**config.mk**
```make
export PLATFORM = sky130hd
export DESIGN_NAME = coil_launcher_arm_fire_controller
export DESIGN_NICKNAME = d
export VERILOG_FILES = /design/src/rtl/core/clafc_pkg.sv /design/src/rtl/core/coil_launcher_arm_fire_controller.sv /design/src/rtl/core/clafc_store.sv /design/src/rtl/core/clafc_front.sv /design/src/rtl/core/clafc_queue.sv /design/src/rtl/core/clafc_back.sv
export SDC_FILE = /design/constraint.sdc
export NUM_CORES = 1
export LEC_CHECK = 0
export ABC_AREA = 1
export BUFFER_PORTS_ARGS = -buffer_cell sky130_fd_sc_hd__buf_2
export CORE_MARGIN = 5
export CORE_UTILIZATION = 40
export DETAILED_ROUTE_END_ITERATION = 10
export GPL_TIMING_DRIVEN = 1
export REMOVE_ABC_BUFFERS = 1
export SLEW_MARGIN = 40
export SYNTH_ARGS = -nofsm -noshare
export SYNTH_HDL_FRONTEND = slang
export SYNTH_SLANG_ARGS = --single-unit
```
**constraint.sdc**
```tcl
create_clock -name i_clk -period 4.9 [get_ports i_clk]
set_clock_uncertainty 0.1 [all_clocks]
set_input_delay 0.98 -clock i_clk [delete_from_list [all_inputs] [get_ports i_clk]]
set_output_delay 0.98 -clock i_clk [all_outputs]
set_load 0.01 [all_outputs]
```
**src/rtl/core/clafc_pkg.sv**
```systemverilog
// Shared types, codes and reset values of the coil launcher arm/fire controller.
// Used by every module of the block but clafc_store; depends on nothing.
package clafc_pkg;

    // Request codes.
    localparam logic [2:0] REQ_SET_TIMING = 3'd0;
    localparam logic [2:0] REQ_QUERY      = 3'd1;
    localparam logic [2:0] REQ_FIRE       = 3'd2;
    localparam logic [2:0] REQ_ARM        = 3'd3;
    localparam logic [2:0] REQ_DISARM     = 3'd4;
    localparam logic [2:0] REQ_SEQ_DONE   = 3'd5;
    localparam logic [2:0] REQ_SAFETY     = 3'd6;
    localparam logic [2:0] REQ_CHARGE     = 3'd7;

    // Arm modes.
    localparam logic [1:0] ARM_DISARMED = 2'd0;
    localparam logic [1:0] ARM_ARMED    = 2'd1;
    localparam logic [1:0] ARM_FIRING   = 2'd2;

    // Launcher status codes.
    localparam logic [2:0] ST_UNINIT   = 3'd0;
    localparam logic [2:0] ST_DISARMED = 3'd1;
    localparam logic [2:0] ST_FIRING   = 3'd2;
    localparam logic [2:0] ST_READY    = 3'd3;
    localparam logic [2:0] ST_CHARGING = 3'd4;

    // Configuration register indexes.
    localparam logic [1:0] CFG_DISCHARGED_TH = 2'd0;
    localparam logic [1:0] CFG_CHARGED_TH    = 2'd1;
    localparam logic [1:0] CFG_ON_COMP       = 2'd2;
    localparam logic [1:0] CFG_OFF_COMP      = 2'd3;

    // Configuration reset values.
    localparam logic [11:0] DISCHARGED_TH_RST = 12'd3251;
    localparam logic [11:0] CHARGED_TH_RST    = 12'd3491;
    localparam logic [7:0]  ON_COMP_RST       = 8'd2;
    localparam logic [7:0]  OFF_COMP_RST      = 8'd4;

    // Result fields captured when a request is classified, plus its kind.
    typedef struct packed {
        logic       ok;
        logic [2:0] status;
        logic [1:0] arm;
        logic [1:0] sel;
        logic       dis;
        logic       led;
        logic       fire;
    } t_rsp;

    // Launcher status from the interlock state of one launcher.
    function automatic logic [2:0] status_of(input logic all_set, input logic [1:0] arm,
                                             input logic fire_bit, input logic charged);
        logic [2:0] st;
        if (!all_set) begin
            st = ST_UNINIT;
        end else if (arm == ARM_DISARMED) begin
            st = ST_DISARMED;
        end else if (fire_bit) begin
            st = ST_FIRING;
        end else if (charged) begin
            st = ST_READY;
        end else begin
            st = ST_CHARGING;
        end
        return st;
    endfunction

endpackage

```
**src/rtl/core/coil_launcher_arm_fire_controller.sv**
```systemverilog
// Arm/fire interlock controller for a coil launcher. Every request gives one
// result except an accepted fire, which gives TIMING_COUNT results carrying the
// launcher's compensated timing words, the last one flagged. A request is
// classified in the cycle of its transfer and queued in a two-entry queue; the
// sequencer then loads its first result from the queue head into the output
// register, from which it is offered. The words of a fire follow at one per
// cycle while the output is not stalled, paced by the single registered read
// port of the timing store. Requests are taken back to back while the queue
// has room; a set-timing request waits while fire words are still to be read.
// The timing store reads as zero after reset through per-entry flags, so there
// is no clearing pass.
// Depends on clafc_pkg, clafc_front, clafc_queue, clafc_back and clafc_store.
module coil_launcher_arm_fire_controller #(
    parameter int LAUNCHER_COUNT = 2,
    parameter int TIMING_COUNT   = 5
) (
    input  logic        i_clk,
    input  logic        i_rst_n,
    input  logic        i_cfg_wr_en,
    input  logic [1:0]  i_cfg_idx,
    input  logic [11:0] i_cfg_wdata,
    input  logic        i_in_valid,
    output logic        o_in_stall,
    input  logic [2:0]  i_req_type,
    input  logic [1:0]  i_launcher_index,
    input  logic [2:0]  i_timing_index,
    input  logic [15:0] i_time_us,
    input  logic [11:0] i_charge_sample,
    input  logic        i_kill_active,
    output logic        o_out_valid,
    input  logic        i_out_stall,
    output logic        o_ok,
    output logic [2:0]  o_launcher_status,
    output logic [1:0]  o_arm_status,
    output logic        o_arm_drive,
    output logic [1:0]  o_select_drive,
    output logic        o_discharge_drive,
    output logic        o_charged_led,
    output logic [15:0] o_timing_word,
    output logic        o_last
);

    localparam int DEPTH = LAUNCHER_COUNT * TIMING_COUNT;
    localparam int AW    = (DEPTH > 1) ? $clog2(DEPTH) : 1;

    logic             push;
    clafc_pkg::t_rsp  push_rsp;
    logic [AW-1:0]    push_base;
    logic             pop;
    logic             q_full;
    logic             q_nonempty;
    clafc_pkg::t_rsp  head_rsp;
    logic [AW-1:0]    head_base;
    logic             q_any_fire;
    logic             back_busy;
    logic             wr_en;
    logic [AW-1:0]    wr_addr;
    logic [15:0]      wr_data;
    logic             rd_en;
    logic [AW-1:0]    rd_addr;
    logic [15:0]      rd_word;
    logic [DEPTH-1:0] nz;
    clafc_pkg::t_rsp  out_rsp;

    clafc_front #(
        .LC    (LAUNCHER_COUNT),
        .TC    (TIMING_COUNT),
        .DEPTH (DEPTH),
        .AW    (AW)
    ) u_front (
        .i_clk            (i_clk),
        .i_rst_n          (i_rst_n),
        .i_cfg_wr_en      (i_cfg_wr_en),
        .i_cfg_idx        (i_cfg_idx),
        .i_cfg_wdata      (i_cfg_wdata),
        .i_in_valid       (i_in_valid),
        .o_in_stall       (o_in_stall),
        .i_req_type       (i_req_type),
        .i_launcher_index (i_launcher_index),
        .i_timing_index   (i_timing_index),
        .i_time_us        (i_time_us),
        .i_charge_sample  (i_charge_sample),
        .i_kill_active    (i_kill_active),
        .i_q_full         (q_full),
        .i_fire_pend      (q_any_fire || back_busy),
        .o_push           (push),
        .o_push_rsp       (push_rsp),
        .o_push_base      (push_base),
        .o_wr_en          (wr_en),
        .o_wr_addr        (wr_addr),
        .o_wr_data        (wr_data),
        .i_nz             (nz)
    );

    clafc_queue #(
        .AW (AW)
    ) u_queue (
        .i_clk       (i_clk),
        .i_rst_n     (i_rst_n),
        .i_push      (push),
        .i_push_rsp  (push_rsp),
        .i_push_base (push_base),
        .i_pop       (pop),
        .o_full      (q_full),
        .o_nonempty  (q_nonempty),
        .o_head_rsp  (head_rsp),
        .o_head_base (head_base),
        .o_any_fire  (q_any_fire)
    );

    clafc_store #(
        .DEPTH (DEPTH),
        .AW    (AW)
    ) u_store (
        .i_clk     (i_clk),
        .i_rst_n   (i_rst_n),
        .i_wr_en   (wr_en),
        .i_wr_addr (wr_addr),
        .i_wr_data (wr_data),
        .i_rd_en   (rd_en),
        .i_rd_addr (rd_addr),
        .o_nz      (nz),
        .o_rd_word (rd_word)
    );

    clafc_back #(
        .TC (TIMING_COUNT),
        .AW (AW)
    ) u_back (
        .i_clk         (i_clk),
        .i_rst_n       (i_rst_n),
        .i_q_nonempty  (q_nonempty),
        .i_head_rsp    (head_rsp),
        .i_head_base   (head_base),
        .o_pop         (pop),
        .o_busy        (back_busy),
        .o_rd_en       (rd_en),
        .o_rd_addr     (rd_addr),
        .i_rd_word     (rd_word),
        .o_out_valid   (o_out_valid),
        .i_out_stall   (i_out_stall),
        .o_rsp         (out_rsp),
        .o_timing_word (o_timing_word),
        .o_last        (o_last)
    );

    // Result fields from the sequencer's output register.
    assign o_ok              = out_rsp.ok;
    assign o_launcher_status = out_rsp.status;
    assign o_arm_status      = out_rsp.arm;
    assign o_arm_drive       = out_rsp.arm != clafc_pkg::ARM_DISARMED;
    assign o_select_drive    = out_rsp.sel;
    assign o_discharge_drive = out_rsp.dis;
    assign o_charged_led     = out_rsp.led;

endmodule

```
**src/rtl/core/clafc_store.sv**
```systemverilog
// Timing word store: a small memory with one write and one registered read port.
// Per-entry nonzero bits double as valid bits so reset reads every word as zero.
module clafc_store #(
    parameter int DEPTH = 10,
    parameter int AW    = 4
) (
    input  logic             i_clk,
    input  logic             i_rst_n,
    input  logic             i_wr_en,
    input  logic [AW-1:0]    i_wr_addr,
    input  logic [15:0]      i_wr_data,
    input  logic             i_rd_en,
    input  logic [AW-1:0]    i_rd_addr,
    output logic [DEPTH-1:0] o_nz,
    output logic [15:0]      o_rd_word
);

    logic [15:0]      r_mem [DEPTH];
    logic [DEPTH-1:0] r_nz;
    logic [15:0]      r_rdata;
    logic             r_rd_nz;

    // Nonzero flags; a cleared flag means the entry reads as zero.
    always_ff @(posedge i_clk) begin
        if (!i_rst_n) begin
            r_nz <= '0;
        end else if (i_wr_en) begin
            r_nz[i_wr_addr] <= (i_wr_data != 16'd0);
        end
    end

    // Memory write port.
    always_ff @(posedge i_clk) begin
        if (i_wr_en) begin
            r_mem[i_wr_addr] <= i_wr_data;
        end
    end

    // Registered read port.
    always_ff @(posedge i_clk) begin
        if (i_rd_en) begin
            r_rdata <= r_mem[i_rd_addr];
            r_rd_nz <= r_nz[i_rd_addr];
        end
    end

    assign o_nz      = r_nz;
    assign o_rd_word = r_rd_nz ? r_rdata : 16'd0;

endmodule

```
**src/rtl/core/clafc_front.sv**
```systemverilog
// Front end: takes requests, applies the interlock rules and configuration,
// and pushes one classified command per request. Uses clafc_pkg.
module clafc_front #(
    parameter int LC    = 2,
    parameter int TC    = 5,
    parameter int DEPTH = 10,
    parameter int AW    = 4
) (
    input  logic                i_clk,
    input  logic                i_rst_n,
    input  logic                i_cfg_wr_en,
    input  logic [1:0]          i_cfg_idx,
    input  logic [11:0]         i_cfg_wdata,
    input  logic                i_in_valid,
    output logic                o_in_stall,
    input  logic [2:0]          i_req_type,
    input  logic [1:0]          i_launcher_index,
    input  logic [2:0]          i_timing_index,
    input  logic [15:0]         i_time_us,
    input  logic [11:0]         i_charge_sample,
    input  logic                i_kill_active,
    input  logic                i_q_full,
    input  logic                i_fire_pend,
    output logic                o_push,
    output clafc_pkg::t_rsp     o_push_rsp,
    output logic [AW-1:0]       o_push_base,
    output logic                o_wr_en,
    output logic [AW-1:0]       o_wr_addr,
    output logic [15:0]         o_wr_data,
    input  logic [DEPTH-1:0]    i_nz
);

    localparam logic [DEPTH-1:0] SEG_MASK = DEPTH'((64'd1 << TC) - 64'd1);

    logic [11:0]   r_dis_th;
    logic [11:0]   r_chg_th;
    logic [7:0]    r_on_comp;
    logic [7:0]    r_off_comp;
    logic [1:0]    r_arm;
    logic [LC-1:0] r_flags;
    logic          r_charged;
    logic          r_dis_flag;
    logic [11:0]   r_sample;
    logic          r_led;

    logic [1:0]    n_arm;
    logic [LC-1:0] n_flags;
    logic          n_charged;
    logic          n_dis_flag;
    logic [11:0]   n_sample;
    logic          n_led;

    logic             accept;
    logic             l_ok;
    logic [1:0]       lidx;
    logic [AW-1:0]    base;
    logic [LC-1:0]    lmask;
    logic [7:0]       comp;
    logic             ti_ok;
    logic             set_ok;
    logic [15:0]      wdata;
    logic [AW-1:0]    waddr;
    logic [DEPTH-1:0] nz_after;
    logic             all_set;
    logic             eval_ch;
    logic             samp_ch;
    logic             ok;
    logic             fire;
    logic [LC+1:0]    flags_ext;

    // Launcher decode and timing write check.
    always_comb begin
        accept  = i_in_valid && !o_in_stall;
        l_ok    = (i_launcher_index != 2'd0) && (int'(i_launcher_index) <= LC);
        lidx    = i_launcher_index - 2'd1;
        base    = AW'(int'(lidx) * TC);
        lmask   = LC'(1) << lidx;
        comp    = i_timing_index[0] ? r_off_comp : r_on_comp;
        ti_ok   = int'(i_timing_index) < TC;
        set_ok  = (i_req_type == clafc_pkg::REQ_SET_TIMING) && l_ok && ti_ok &&
                  (i_time_us >= {8'd0, comp}) && (r_arm == clafc_pkg::ARM_DISARMED);
        wdata   = i_time_us - {8'd0, comp};
        waddr   = base + AW'(i_timing_index);
        eval_ch = r_charged ? (r_sample >= r_dis_th) : (r_sample >= r_chg_th);
        samp_ch = r_charged ? (i_charge_sample >= r_dis_th) : (i_charge_sample >= r_chg_th);
    end

    // Nonzero view of the store as it stands after this request.
    always_comb begin
        nz_after = i_nz;
        if (set_ok) begin
            nz_after[waddr] = (wdata != 16'd0);
        end
        all_set = ((nz_after >> base) & SEG_MASK) == SEG_MASK;
    end

    // Interlock rules for each request type.
    always_comb begin
        n_arm      = r_arm;
        n_flags    = r_flags;
        n_charged  = r_charged;
        n_dis_flag = r_dis_flag;
        n_sample   = r_sample;
        n_led      = r_led;
        ok         = 1'b0;
        fire       = 1'b0;
        case (i_req_type)
            clafc_pkg::REQ_SET_TIMING: begin
                ok = set_ok;
            end
            clafc_pkg::REQ_QUERY: begin
                if (l_ok) begin
                    n_charged = eval_ch;
                    ok        = 1'b1;
                end
            end
            clafc_pkg::REQ_FIRE: begin
                if (l_ok && !i_kill_active && r_arm == clafc_pkg::ARM_ARMED) begin
                    n_charged = eval_ch;
                    if (clafc_pkg::status_of(all_set, r_arm, |(r_flags & lmask), eval_ch) ==
                        clafc_pkg::ST_READY) begin
                        n_arm   = clafc_pkg::ARM_FIRING;
                        n_flags = r_flags | lmask;
                        ok      = 1'b1;
                        fire    = 1'b1;
                    end
                end
            end
            clafc_pkg::REQ_ARM: begin
                if (!i_kill_active && r_arm == clafc_pkg::ARM_DISARMED) begin
                    n_arm = clafc_pkg::ARM_ARMED;
                    ok    = 1'b1;
                end
            end
            clafc_pkg::REQ_DISARM: begin
                if (r_arm == clafc_pkg::ARM_ARMED) begin
                    n_arm = clafc_pkg::ARM_DISARMED;
                    ok    = 1'b1;
                end
            end
            clafc_pkg::REQ_SEQ_DONE: begin
                n_flags = '0;
                n_arm   = clafc_pkg::ARM_DISARMED;
                ok      = 1'b1;
            end
            clafc_pkg::REQ_SAFETY: begin
                n_flags    = '0;
                n_arm      = clafc_pkg::ARM_DISARMED;
                n_dis_flag = 1'b1;
                ok         = 1'b1;
            end
            default: begin
                n_sample  = i_charge_sample;
                n_charged = samp_ch;
                n_led     = samp_ch;
                ok        = 1'b1;
            end
        endcase
    end

    // Result snapshot taken from the state after the request.
    always_comb begin
        flags_ext         = {2'b00, n_flags};
        o_push_rsp.ok     = ok;
        o_push_rsp.status = l_ok ? clafc_pkg::status_of(all_set, n_arm, |(n_flags & lmask),
                                                        n_charged)
                                 : clafc_pkg::ST_UNINIT;
        o_push_rsp.arm    = n_arm;
        o_push_rsp.sel    = flags_ext[1:0];
        o_push_rsp.dis    = n_dis_flag;
        o_push_rsp.led    = n_led;
        o_push_rsp.fire   = fire;
    end

    // Hold off when the queue is full, and hold timing writes while fire words are pending.
    assign o_in_stall  = i_q_full || (i_fire_pend && i_req_type == clafc_pkg::REQ_SET_TIMING);
    assign o_push      = accept;
    assign o_push_base = base;
    assign o_wr_en     = accept && set_ok;
    assign o_wr_addr   = waddr;
    assign o_wr_data   = wdata;

    // Configuration registers.
    always_ff @(posedge i_clk) begin
        if (!i_rst_n) begin
            r_dis_th   <= clafc_pkg::DISCHARGED_TH_RST;
            r_chg_th   <= clafc_pkg::CHARGED_TH_RST;
            r_on_comp  <= clafc_pkg::ON_COMP_RST;
            r_off_comp <= clafc_pkg::OFF_COMP_RST;
        end else if (i_cfg_wr_en) begin
            case (i_cfg_idx)
                clafc_pkg::CFG_DISCHARGED_TH: r_dis_th   <= i_cfg_wdata;
                clafc_pkg::CFG_CHARGED_TH:    r_chg_th   <= i_cfg_wdata;
                clafc_pkg::CFG_ON_COMP:       r_on_comp  <= i_cfg_wdata[7:0];
                clafc_pkg::CFG_OFF_COMP:      r_off_comp <= i_cfg_wdata[7:0];
                default: begin
                end
            endcase
        end
    end

    // Interlock state, updated on each request transfer.
    always_ff @(posedge i_clk) begin
        if (!i_rst_n) begin
            r_arm      <= clafc_pkg::ARM_DISARMED;
            r_flags    <= '0;
            r_charged  <= 1'b0;
            r_dis_flag <= 1'b0;
            r_sample   <= 12'd0;
            r_led      <= 1'b0;
        end else if (accept) begin
            r_arm      <= n_arm;
            r_flags    <= n_flags;
            r_charged  <= n_charged;
            r_dis_flag <= n_dis_flag;
            r_sample   <= n_sample;
            r_led      <= n_led;
        end
    end

endmodule

```
**src/rtl/core/clafc_queue.sv**
```systemverilog
// Two-entry command queue between the front end and the result sequencer.
// Holds classified commands (clafc_pkg::t_rsp) with their store base address.
module clafc_queue #(
    parameter int AW = 4
) (
    input  logic            i_clk,
    input  logic            i_rst_n,
    input  logic            i_push,
    input  clafc_pkg::t_rsp i_push_rsp,
    input  logic [AW-1:0]   i_push_base,
    input  logic            i_pop,
    output logic            o_full,
    output logic            o_nonempty,
    output clafc_pkg::t_rsp o_head_rsp,
    output logic [AW-1:0]   o_head_base,
    output logic            o_any_fire
);

    clafc_pkg::t_rsp r_rsp  [2];
    logic [AW-1:0]   r_base [2];
    logic            r_wptr;
    logic            r_rptr;
    logic [1:0]      r_count;
    logic [1:0]      occ;

    // Occupancy of each slot, for the pending fire check.
    always_comb begin
        occ[0]     = (r_count == 2'd2) || (r_count == 2'd1 && !r_rptr);
        occ[1]     = (r_count == 2'd2) || (r_count == 2'd1 && r_rptr);
        o_any_fire = (occ[0] && r_rsp[0].fire) || (occ[1] && r_rsp[1].fire);
    end

    assign o_full      = r_count == 2'd2;
    assign o_nonempty  = r_count != 2'd0;
    assign o_head_rsp  = r_rsp[r_rptr];
    assign o_head_base = r_base[r_rptr];

    // Pointers and fill count.
    always_ff @(posedge i_clk) begin
        if (!i_rst_n) begin
            r_wptr  <= 1'b0;
            r_rptr  <= 1'b0;
            r_count <= 2'd0;
        end else begin
            if (i_push) begin
                r_wptr <= !r_wptr;
            end
            if (i_pop) begin
                r_rptr <= !r_rptr;
            end
            if (i_push && !i_pop) begin
                r_count <= r_count + 2'd1;
            end else if (i_pop && !i_push) begin
                r_count <= r_count - 2'd1;
            end
        end
    end

    // Slot storage.
    always_ff @(posedge i_clk) begin
        if (i_push) begin
            r_rsp[r_wptr]  <= i_push_rsp;
            r_base[r_wptr] <= i_push_base;
        end
    end

endmodule

```
**src/rtl/core/clafc_back.sv**
```systemverilog
// Result sequencer: turns queued commands into result transfers, reading the
// timing words of a fire from the store one per cycle unless the output stalls. Uses clafc_pkg.
module clafc_back #(
    parameter int TC = 5,
    parameter int AW = 4
) (
    input  logic            i_clk,
    input  logic            i_rst_n,
    input  logic            i_q_nonempty,
    input  clafc_pkg::t_rsp i_head_rsp,
    input  logic [AW-1:0]   i_head_base,
    output logic            o_pop,
    output logic            o_busy,
    output logic            o_rd_en,
    output logic [AW-1:0]   o_rd_addr,
    input  logic [15:0]     i_rd_word,
    output logic            o_out_valid,
    input  logic            i_out_stall,
    output clafc_pkg::t_rsp o_rsp,
    output logic [15:0]     o_timing_word,
    output logic            o_last
);

    localparam int CW = $clog2(TC + 1);

    logic            r_valid;
    logic            r_busy;
    clafc_pkg::t_rsp r_rsp;
    logic            r_last;
    logic            r_from_store;
    logic [CW-1:0]   r_cnt;
    logic [AW-1:0]   r_addr;
    logic            adv;
    logic            last_word;

    // Output register is free when empty or being transferred.
    always_comb begin
        adv       = !r_valid || !i_out_stall;
        last_word = r_cnt == CW'(TC - 1);
        o_pop     = adv && !r_busy && i_q_nonempty;
        o_rd_en   = adv && (r_busy || (i_q_nonempty && i_head_rsp.fire));
        o_rd_addr = r_busy ? r_addr : i_head_base;
    end

    // Output valid and fire sequence control.
    always_ff @(posedge i_clk) begin
        if (!i_rst_n) begin
            r_valid <= 1'b0;
            r_busy  <= 1'b0;
        end else if (adv) begin
            if (r_busy) begin
                r_valid <= 1'b1;
                if (last_word) begin
                    r_busy <= 1'b0;
                end
            end else if (i_q_nonempty) begin
                r_valid <= 1'b1;
                r_busy  <= i_head_rsp.fire && (TC > 1);
            end else begin
                r_valid <= 1'b0;
            end
        end
    end

    // Result fields and word counter.
    always_ff @(posedge i_clk) begin
        if (adv) begin
            if (r_busy) begin
                r_last <= last_word;
                r_cnt  <= r_cnt + CW'(1);
                r_addr <= r_addr + AW'(1);
            end else if (i_q_nonempty) begin
                r_rsp        <= i_head_rsp;
                r_from_store <= i_head_rsp.fire;
                r_last       <= !i_head_rsp.fire || (TC == 1);
                r_cnt        <= CW'(1);
                r_addr       <= i_head_base + AW'(1);
            end
        end
    end

    assign o_busy        = r_busy;
    assign o_out_valid   = r_valid;
    assign o_rsp         = r_rsp;
    assign o_last        = r_last;
    assign o_timing_word = r_from_store ? i_rd_word : 16'd0;

endmodule

```
==> results.cfg, run 1 <==
[placed_design]
place_area_sq_mm = 0.01539
hpwl_um = 23190
numPortBuffers = 85
place_ws_ns = 0.2957
gp_congestion = 0.8650

[synth]
synth_top_area_cell = edfxtp_1
ys_ff_latch = 298
yosysTopAreaCellShare_pct = 46.50
synthTopCellsByArea = edfxtp_1 47%, dfxtp_1 11%, nand2_1 6.9%, ha_1 6.0%, inv_1 4.8%
synth_most_common_cell = nand2_1
synth-edff-count = 222
synth_seq_area_share_pct = 57.11
synth_area_sq_mm = 0.01434
synth_cell_types = 49
avgSynthCellArea_sq_um = 9.609
ys_top_cells_by_count = 263 x nand2_1, 222 x edfxtp_1, 183 x inv_1
syn_inst = 1492
synthArstFlopShare_pct = 0
yosysWarnings = 0
synth_top_flop_cell = edfxtp_1

[timing]
maxClockFrequency_mhz = 246.8
timing.final.crit_share_pct = 82.68
fin_tns_setup_ns = 0
rsz0062_at_grt = no
setup_viol = 0
period_minus_slack_ns = 4.052
worst_pin_slew_ns = 0.7869
layout_setup_ws_ns = 0.8484
slew-limit-headroom_pct = 47.14
hold_viol = 0
slew_violations = 0

[worst_setup_path]
r2r_end = u_queue.r_rsp[1][8]
crit_fanout = 18
r2r-start = u_front.r_off_comp[0]
worstRegToRegCells = 28
slowest_delay_ns = 0.43
path_delay_family = simple AND/OR/NAND/NOR gates
start_kind = primary input
cp_slowest_cell = fa_1
ff2ff_setup_slack_ns = 1.28
cpMostUsedCell = nand2_2
end_kind = flip-flop
worstSetupPathType = in -> reg
path_buf_inv = 5
arrival_ns = 4.21
cp.required_ns = 5.06

[detailed_routing]
vias_per_cell = 5.046
drc = 0
num_vias = 10490
wl_per_cell_um = 16.50
dr.pass1.iters = 7
totalWireLength_um = 34290
drt-initial-drc-count = 659
postRouteAntennaNets = 0

[global_route]
grt_max_degree = 58
overflow = 0
grt_pass1_wl_um = 55140
grt_usage_pct = 17.39
grt_pass1_vias = 10330
antenna_found_initial = 0

[min_path]
min_path_cells = 2
min-delay-start = u_front.r_off_comp[5]
hold_end = u_front.r_off_comp[5]
min_path_type = reg -> reg

[layout]
syn2layout_area_growth_pct = 15.65
num-nets-final = 1719
final_util_pct = 46.73
insertedDiodeCount = 0
postLayoutCellArea_sq_mm = 0.01658
final_layout_size_suffix_gt1_share_pct = 14.22
fillCellCount = 3342

[power]
leakage_nw = 6.918
powerDensity_mw_per_mm2 = 498.5
ir_drop_mv = 0.2347
finalPower_mw = 8.265

[cts]
insertion_delay_ns = 0.52
cts_resized = 0
post_cts_buffers = 0
cts-hold-fix-buffers = 0
cts-root-buf = clkbuf_16
clkSinkCount = 298
cts_tree = built
path_clk_slew_ns = 0.06
cts_htree_levels = 2
clockBufferDepth = 3
cts-buffers-inserted = 34

[floorplanning]
die_area_sq_mm = 0.03973
fp.dieW_um = 199.3
fp.coreArea_sq_mm = 0.03548
die_h_um = 199.3
placementRows = 69
io_pins = 86
initial_core_util_pct = 40.40

[status]
status = finished clean

[job]
maxCapViolCount = 0
## sequential cells by signal (all words and copies together), names as in the netlist, 2 cells and up, named ones only
| signal | cells |
|---|---|
| u_store.r_rdata | 16 |
| u_store.r_mem | 160 |
| u_store.o_nz | 10 |
| u_back.r_addr | 4 |
| u_back.r_cnt | 3 |
| u_queue.r_rsp | 22 |
| u_back.o_rsp | 10 |
| u_front.r_flags | 2 |
| u_front.r_on_comp | 8 |
| u_queue.r_base | 4 |
| u_queue.r_count | 2 |
| u_front.r_sample | 12 |
| u_front.r_dis_th | 12 |
| u_front.r_chg_th | 12 |
| u_front.r_arm | 2 |
| u_front.r_off_comp | 8 |
## worst min-delay path: stages (launching register included)
cell     delay, ns
dfxtp_1       0.29
inv_1         0.06
a21oi_1       0.05
## kinds of logic (layout without fill, tap and decap cells)
| group | Yosys count | count (layout) | share of synthesized area, % |
|---|---|---|---|
| xor gates and xnor gates | 7 | 7 | 0.4277 |
| AOI/OAI and AO/OA | 275 | 275 | 11.51 |
| and+or+nand+nor | 595 | 595 | 18.12 |
| DFF | 298 | 298 | 57.11 |
| buffers and inverters | 246 | 371 | 6.528 |
| adders and majority gates | 71 | 71 | 6.301 |
## layout make-up
type | instances | area, sq um | area share (%)
clock inverters | 18 | 239.0 | 1.441
flip-flops and latches | 298 | 8188 | 49.38
well taps | 461 | 576.8 | 3.479
repair buffers | 114 | 663.1 | 4.000
clock buffers | 43 | 925.9 | 5.584
multi-input cells | 948 | 5250 | 31.67
inverters | 196 | 737.0 | 4.445
## per-stage QoR
step	hold slack (ns)	instances
5_1_grt	0.3763	2078
3_5_place_dp	0.3438	2016
3_3_place_gp	0.3384	2016
2_1_floorplan	0.3236	1442
6_report	0.3522	2078
4_1_cts	0.3557	2077
## report_power, final
part           leakage (nW)  internal, mW  total (mW)  switching [mW]
combinational          3.71         0.764        2.43            1.67
clock                 0.569          1.62        2.63            1.01
sequential             2.64          3.11        3.21           0.104
## worst max path at each step
stage | slack [ns] | to | startpoint | cells after the start
floorplan | -1.57 | u_store.r_rdata[11] | u_back.o_busy | 9
global placement | 0.41 | u_queue.r_rsp[0][8] | i_timing_index[0] | 24
detailed placement | 0.30 | u_queue.r_rsp[0][8] | i_timing_index[0] | 24
CTS | 0.81 | u_queue.r_rsp[0][8] | i_timing_index[0] | 24
global route | 0.48 | u_queue.r_rsp[0][8] | i_launcher_index[0] | 23
finish | 0.85 | u_queue.r_rsp[1][8] | i_timing_index[0] | 28
## cells in the final DEF, fill, tap and decap left out, types with 3 or more instances in the layout
master	instances
a21oi_2	3
ha_1	69
a21boi_0	3
nand2_4	6
inv_1	181
inv_6	3
dfxtp_1	76
buf_4	27
o21ai_0	100
clkinv_2	7
o21a_1	4
nor2_2	8
buf_2	85
o32ai_1	7
nand2_2	19
nand3_1	83
o2111ai_1	7
inv_2	8
nand4_1	6
nor4_1	3
xnor2_1	3
o22ai_1	10
o211ai_1	26
o221ai_1	11
xor2_1	3
nor3_1	14
o31ai_1	17
o21ai_1	5
clkinv_1	6
clkbuf_1	6
nand2_1	263
bufinv_16	5
a211oi_1	3
a31oi_1	3
a21oi_1	67
nand3_2	4
o21bai_1	4
clkbuf_16	35
edfxtp_1	222
nor2_1	178
## per-layer routing
| layer | track usage [%] | up-vias | part of all wire [%] |
|---|---|---|---|
| met2 | 29.43 | 244 | 47 |
| met3 | 2.900 | 54 | 5.4 |
| met1 | 23.37 | 4895 | 45 |
| met4 | 4.559 | 0 | 1.9 |
| li1 | - | 5292 | - |
| met5 | 0 | - | 0 |
Power figures use the tool's default switching activity.
==> run 2: changes to the inputs <==
- clock period: 4.9 -> 3.75 ns (I/O delays scaled with it)
==> results.cfg, run 2 (same netlist as run 1, synthesis figures left out) <==
[status]
status = finished clean

[detailed_routing]
wl_per_cell_um = 16.10
totalWireLength_um = 34580
drc = 0
num_vias = 10670
vias_per_cell = 4.965
dr.pass1.iters = 5
postRouteAntennaNets = 0
drt-initial-drc-count = 747

[layout]
insertedDiodeCount = 0
reg.largest.list = u_store.r_mem: 160 flops, u_queue.r_rsp: 22 flops, u_store.r_rdata: 16 flops
num-nets-final = 1789
final_layout_size_suffix_gt1_share_pct = 17.31
final_cell_mix = 263 x nand2_1, 222 x edfxtp_1, 181 x inv_1
instances_no_fill = 2148
final_common_cell = nand2_1
regMostFlops = u_store.r_mem
postLayoutCellArea_sq_mm = 0.01706
largest_reg_flops = 160
syn2layout_area_growth_pct = 18.97

[cts]
clockBufferDepth = 3
path_clk_slew_ns = 0.06
cts_tree = built
insertion_delay_ns = 0.58
cts-root-buf = clkbuf_16
cts-hold-fix-buffers = 0
cts-buffers-inserted = 31
cts_htree_levels = 1
clkSinkCount = 298

[placed_design]
place_area_sq_mm = 0.01603
gp_congestion = 0.8365
numPortBuffers = 85
hpwl_um = 24110
placedCellCount = 2089

[timing]
worst_pin_slew_ns = 0.7295
setup_viol = 0
slew_violations = 0
slew-limit-headroom_pct = 51.31
hold_viol = 0
period_minus_slack_ns = 3.409
timing.final.crit_share_pct = 90.91
maxClockFrequency_mhz = 293.3
rsz0062_at_grt = no

[global_route]
antenna_found_initial = 0
grt_pass1_vias = 10450
grt_pass1_wl_um = 55860
grt_usage_pct = 17.55
overflow = 0
grt_max_degree = 59

[worst_setup_path]
worstSetupPathType = in -> reg
arrival_ns = 3.60
crit_fanout = 10
cp.required_ns = 3.94
worstRegToRegCells = 23
cp-startpoint = i_timing_index[0]
start_kind = primary input
r2r-start = u_front.r_off_comp[0]
end_kind = flip-flop

[floorplanning]
io_pins = 86
initial_core_util_pct = 40.40
die_area_sq_mm = 0.03973
fp.coreArea_sq_mm = 0.03548
fp.dieW_um = 199.3
placementRows = 69
die_h_um = 199.3

[min_path]
min_path_type = in -> reg
min_path_cells = 3
min-delay-start = i_cfg_wdata[8]

[power]
ir_drop_mv = 0.3014
finalPower_mw = 10.61
leakage_nw = 7.215
powerDensity_mw_per_mm2 = 621.8

[job]
maxCapViolCount = 0
-- run 2: cell count changes in the layout (fill, tap and decap cells not counted), sizes merged --
cell,previous run,this run
buf,114,187
bufinv,5,4
clkbuf,43,40
clkinv,15,16
-- run 2: critical path, stage by stage --
cell and delay (ns):
buf_2 0.16, buf_4 0.17, nor2_1 0.10, a21oi_1 0.05
ha_1 0.38, nand2_1 0.12, nor2_1 0.11, nand2_1 0.09
nand3_2 0.09, nand2_2 0.08, nand2_1 0.07, nand2_1 0.04
nand2_1 0.20, nand2_1 0.11, nor2_2 0.13, nand2_1 0.06
o21ai_1 0.14, inv_1 0.07, nor2_2 0.11, nand2_2 0.10
nand2_4 0.08, inv_2 0.04, nand3_2 0.08, buf_4 0.12
nand4_1 0.13
-- run 2: worst paths after layout --
check	to	slack (ns)
worst max-delay path	u_queue.r_rsp[1][10]	0.34
worst min-delay path	u_front.r_chg_th[8]	0.30
worst max register to register	u_queue.r_rsp[1][10]	0.45
worst min register to register	u_front.r_on_comp[0]	0.35
-- run 2: timing repair --
action / CTS / global route
endpoints found under the setup margin: 0 / 2
setup buffers: 0 / 1
resized for setup: 0 / 2
-- run 2: power breakdown --
part | switching, mW | internal (mW)
logic | 2.21 | 1.13
clock network | 1.29 | 1.80
registers | 0.117 | 4.06
total | 3.62 | 6.99
-- run 2: per-layer routing --
metal	vias to the layer above	GRT usage [%]	wire length, um
met5	-	0	0
met4	0	4.534	714
met3	48	2.698	1752
met2	221	29.20	16290
met1	4973	24.18	15820
li1	5423	-	-
-- run 2: metrics by stage --
stage / setup TNS (ns) / util (%) / worst slack (ns) / hold WS, ns
2_1_floorplan: -50.25 / - / -2.724 / 0.3236
3_3_place_gp: -12.30 / 45.17 / -0.1819 / 0.3399
3_5_place_dp: -12.57 / 45.17 / -0.2042 / 0.3426
4_1_cts: 0 / 48.03 / 0.3992 / 0.2782
5_1_grt: 0 / 48.07 / 0.04647 / 0.3040
6_report: 0 / 48.07 / 0.3407 / 0.2990
-- run 2: final cells by class --
type	count	area [sq um]
Tap cell	461	576.8
Fill cell	3256	18430
Timing Repair Buffer	187	1304
Multi-Input combinational cell	948	5236
Clock inverter	18	205.2
Clock buffer	40	809.5
Inverter	196	737.0
Sequential cell	298	8188
==> run 3: changes to the inputs <==
- clock period: 3.75 -> 3 ns (I/O delays scaled with it)
==> results.cfg, run 3 (same netlist as run 1, synthesis figures left out) <==
[min_path]
min_path_type = in -> reg

[floorplanning]
fp.coreArea_sq_mm = 0.03548
io_pins = 86
placementRows = 69
die_h_um = 199.3
fp.dieW_um = 199.3
initial_core_util_pct = 40.40
die_area_sq_mm = 0.03973

[power]
clockPowerShare_pct = 28.6
combPwrFrac_pct = 32.8
p_seq_share_pct = 38.6
power_switching_mw = 4.571
ir_drop_mv = 0.5483
finalPower_mw = 13.49
internal_power_mw = 8.920
powerDensity_mw_per_mm2 = 746.7
leakage_nw = 7.661
p_sw_share_pct = 33.88

[layout]
syn2layout_area_growth_pct = 26.03
largest_reg_flops = 160
instances_no_fill = 2230
final_layout_size_suffix_gt1_share_pct = 24.82
final_cell_mix = 245 x nand2_1, 222 x edfxtp_1, 177 x inv_1
regMostFlops = u_store.r_mem
final_common_cell = nand2_1
postLayoutCellArea_sq_mm = 0.01807
reg.largest.list = u_store.r_mem: 160 flops, u_queue.r_rsp: 22 flops, u_store.r_rdata: 16 flops
insertedDiodeCount = 0
num-nets-final = 1871

[status]
violations = negative setup slack
status = finished, violations left

[timing]
slew-limit-headroom_pct = 46.83
maxClockFrequency_mhz = 309.2
hold_viol = 0
slew_violations = 0
layout_setup_ws_ns = -0.2345
worst_pin_slew_ns = 0.7927
fin_tns_setup_ns = -3.420
setup_viol = 22
period_minus_slack_ns = 3.235
rsz0062_at_grt = yes
timing.final.crit_share_pct = 107.8

[global_route]
grt_pass1_wl_um = 56440
grt_max_degree = 64
overflow = 0
grt_pass1_vias = 10710
grt_usage_pct = 17.68
antenna_found_initial = 0

[worst_setup_path]
cp_slowest_cell = ha_1
arrival_ns = 3.46
end_kind = flip-flop
slowest_delay_ns = 0.35
crit_fanout = 4
cp.required_ns = 3.22
cpMostUsedCell = nand2_2
worstSetupPathType = reg -> reg
start_kind = flip-flop
ff2ff_setup_slack_ns = -0.23

[detailed_routing]
dr.pass1.iters = 5
num_vias = 11120
wl_per_cell_um = 16.19
drc = 0
totalWireLength_um = 36110
postRouteAntennaNets = 0
vias_per_cell = 4.988
drt-initial-drc-count = 780

[cts]
cts-buffers-inserted = 31
path_clk_slew_ns = 0.07
cts-hold-fix-buffers = 0
insertion_delay_ns = 0.59
clockBufferDepth = 3
cts-root-buf = clkbuf_16
cts_tree = built
clkSinkCount = 298
cts_htree_levels = 1

[placed_design]
numPortBuffers = 85
placedCellCount = 2116
gp_congestion = 0.8881
hpwl_um = 24580
place_area_sq_mm = 0.01621

[job]
maxCapViolCount = 0
## run 3: through the flow
stage,worst slack (ns),util [%],hold slack (ns)
floorplan,-3.474,-,0.3236
global placement,-0.7964,45.68,0.3404
detailed placement,-0.8540,45.68,0.3509
CTS,-0.1324,49.70,0.1360
global route,-0.4381,50.92,0.1625
finish,-0.2345,50.92,0.1632
## run 3: layout make-up
type | instances | area, sq um
flip-flops and latches | 298 | 8192
repair buffers | 268 | 2013
multi-input cells | 948 | 5494
clock inverters | 8 | 110.1
inverters | 196 | 749.5
repair inverters | 1 | 5.005
fillers | 3165 | 17420
clock buffers | 50 | 927.1
well taps | 461 | 576.8
## run 3: worst paths after layout
kind	end	depth (start not counted)	startpoint
setup / recovery	u_queue.r_rsp[0][8]	30	u_front.r_off_comp[6]
hold / removal	u_front.r_chg_th[8]	3	i_cfg_wdata[8]
setup reg to reg	u_queue.r_rsp[0][8]	30	u_front.r_off_comp[6]
hold reg to reg	u_front.r_dis_flag	2	u_front.r_dis_flag
## run 3: critical path: cells and delay by family (launching register included)
kind / cells / cell delay, ns
adders and majority gates: 1 / 0.35
and+or+nand+nor: 22 / 1.71
AOI/OAI and AO/OA: 1 / 0.06
buffers and inverters: 6 / 0.41
DFF: 1 / 0.33
## run 3: power by group through the flow
stage                     Combinational, mW  Sequential, mW  Clock, mW
after CTS                              4.38            5.22       3.94
after global placement                 4.16            5.29          0
after floorplan                        2.54            5.31          0
after global routing                   4.96            5.25       4.14
final                                  4.42            5.21       3.85
after detailed placement               4.26            5.30          0
## run 3: per-layer routing
layer / routed length [um] / share of wire [%] / vias to the layer above / GRT usage [%]
li1: - / - / 5593 / -
met1: 16300 / 45 / 5244 / 24.13
met2: 17440 / 48 / 235 / 30.03
met3: 1686 / 4.7 / 51 / 2.310
met4: 685 / 1.9 / 0 / 4.458
met5: 0 / 0 / - / 0
## run 3: repair_timing
action / CTS / global route
endpoints found under the setup margin: 175 / 192
gates cloned: 0 / 4
pin swaps: 11 / 22
endpoints found under the hold margin: 0 / 0
gates resized for setup: 42 / 59
buffers inserted: 35 / 22
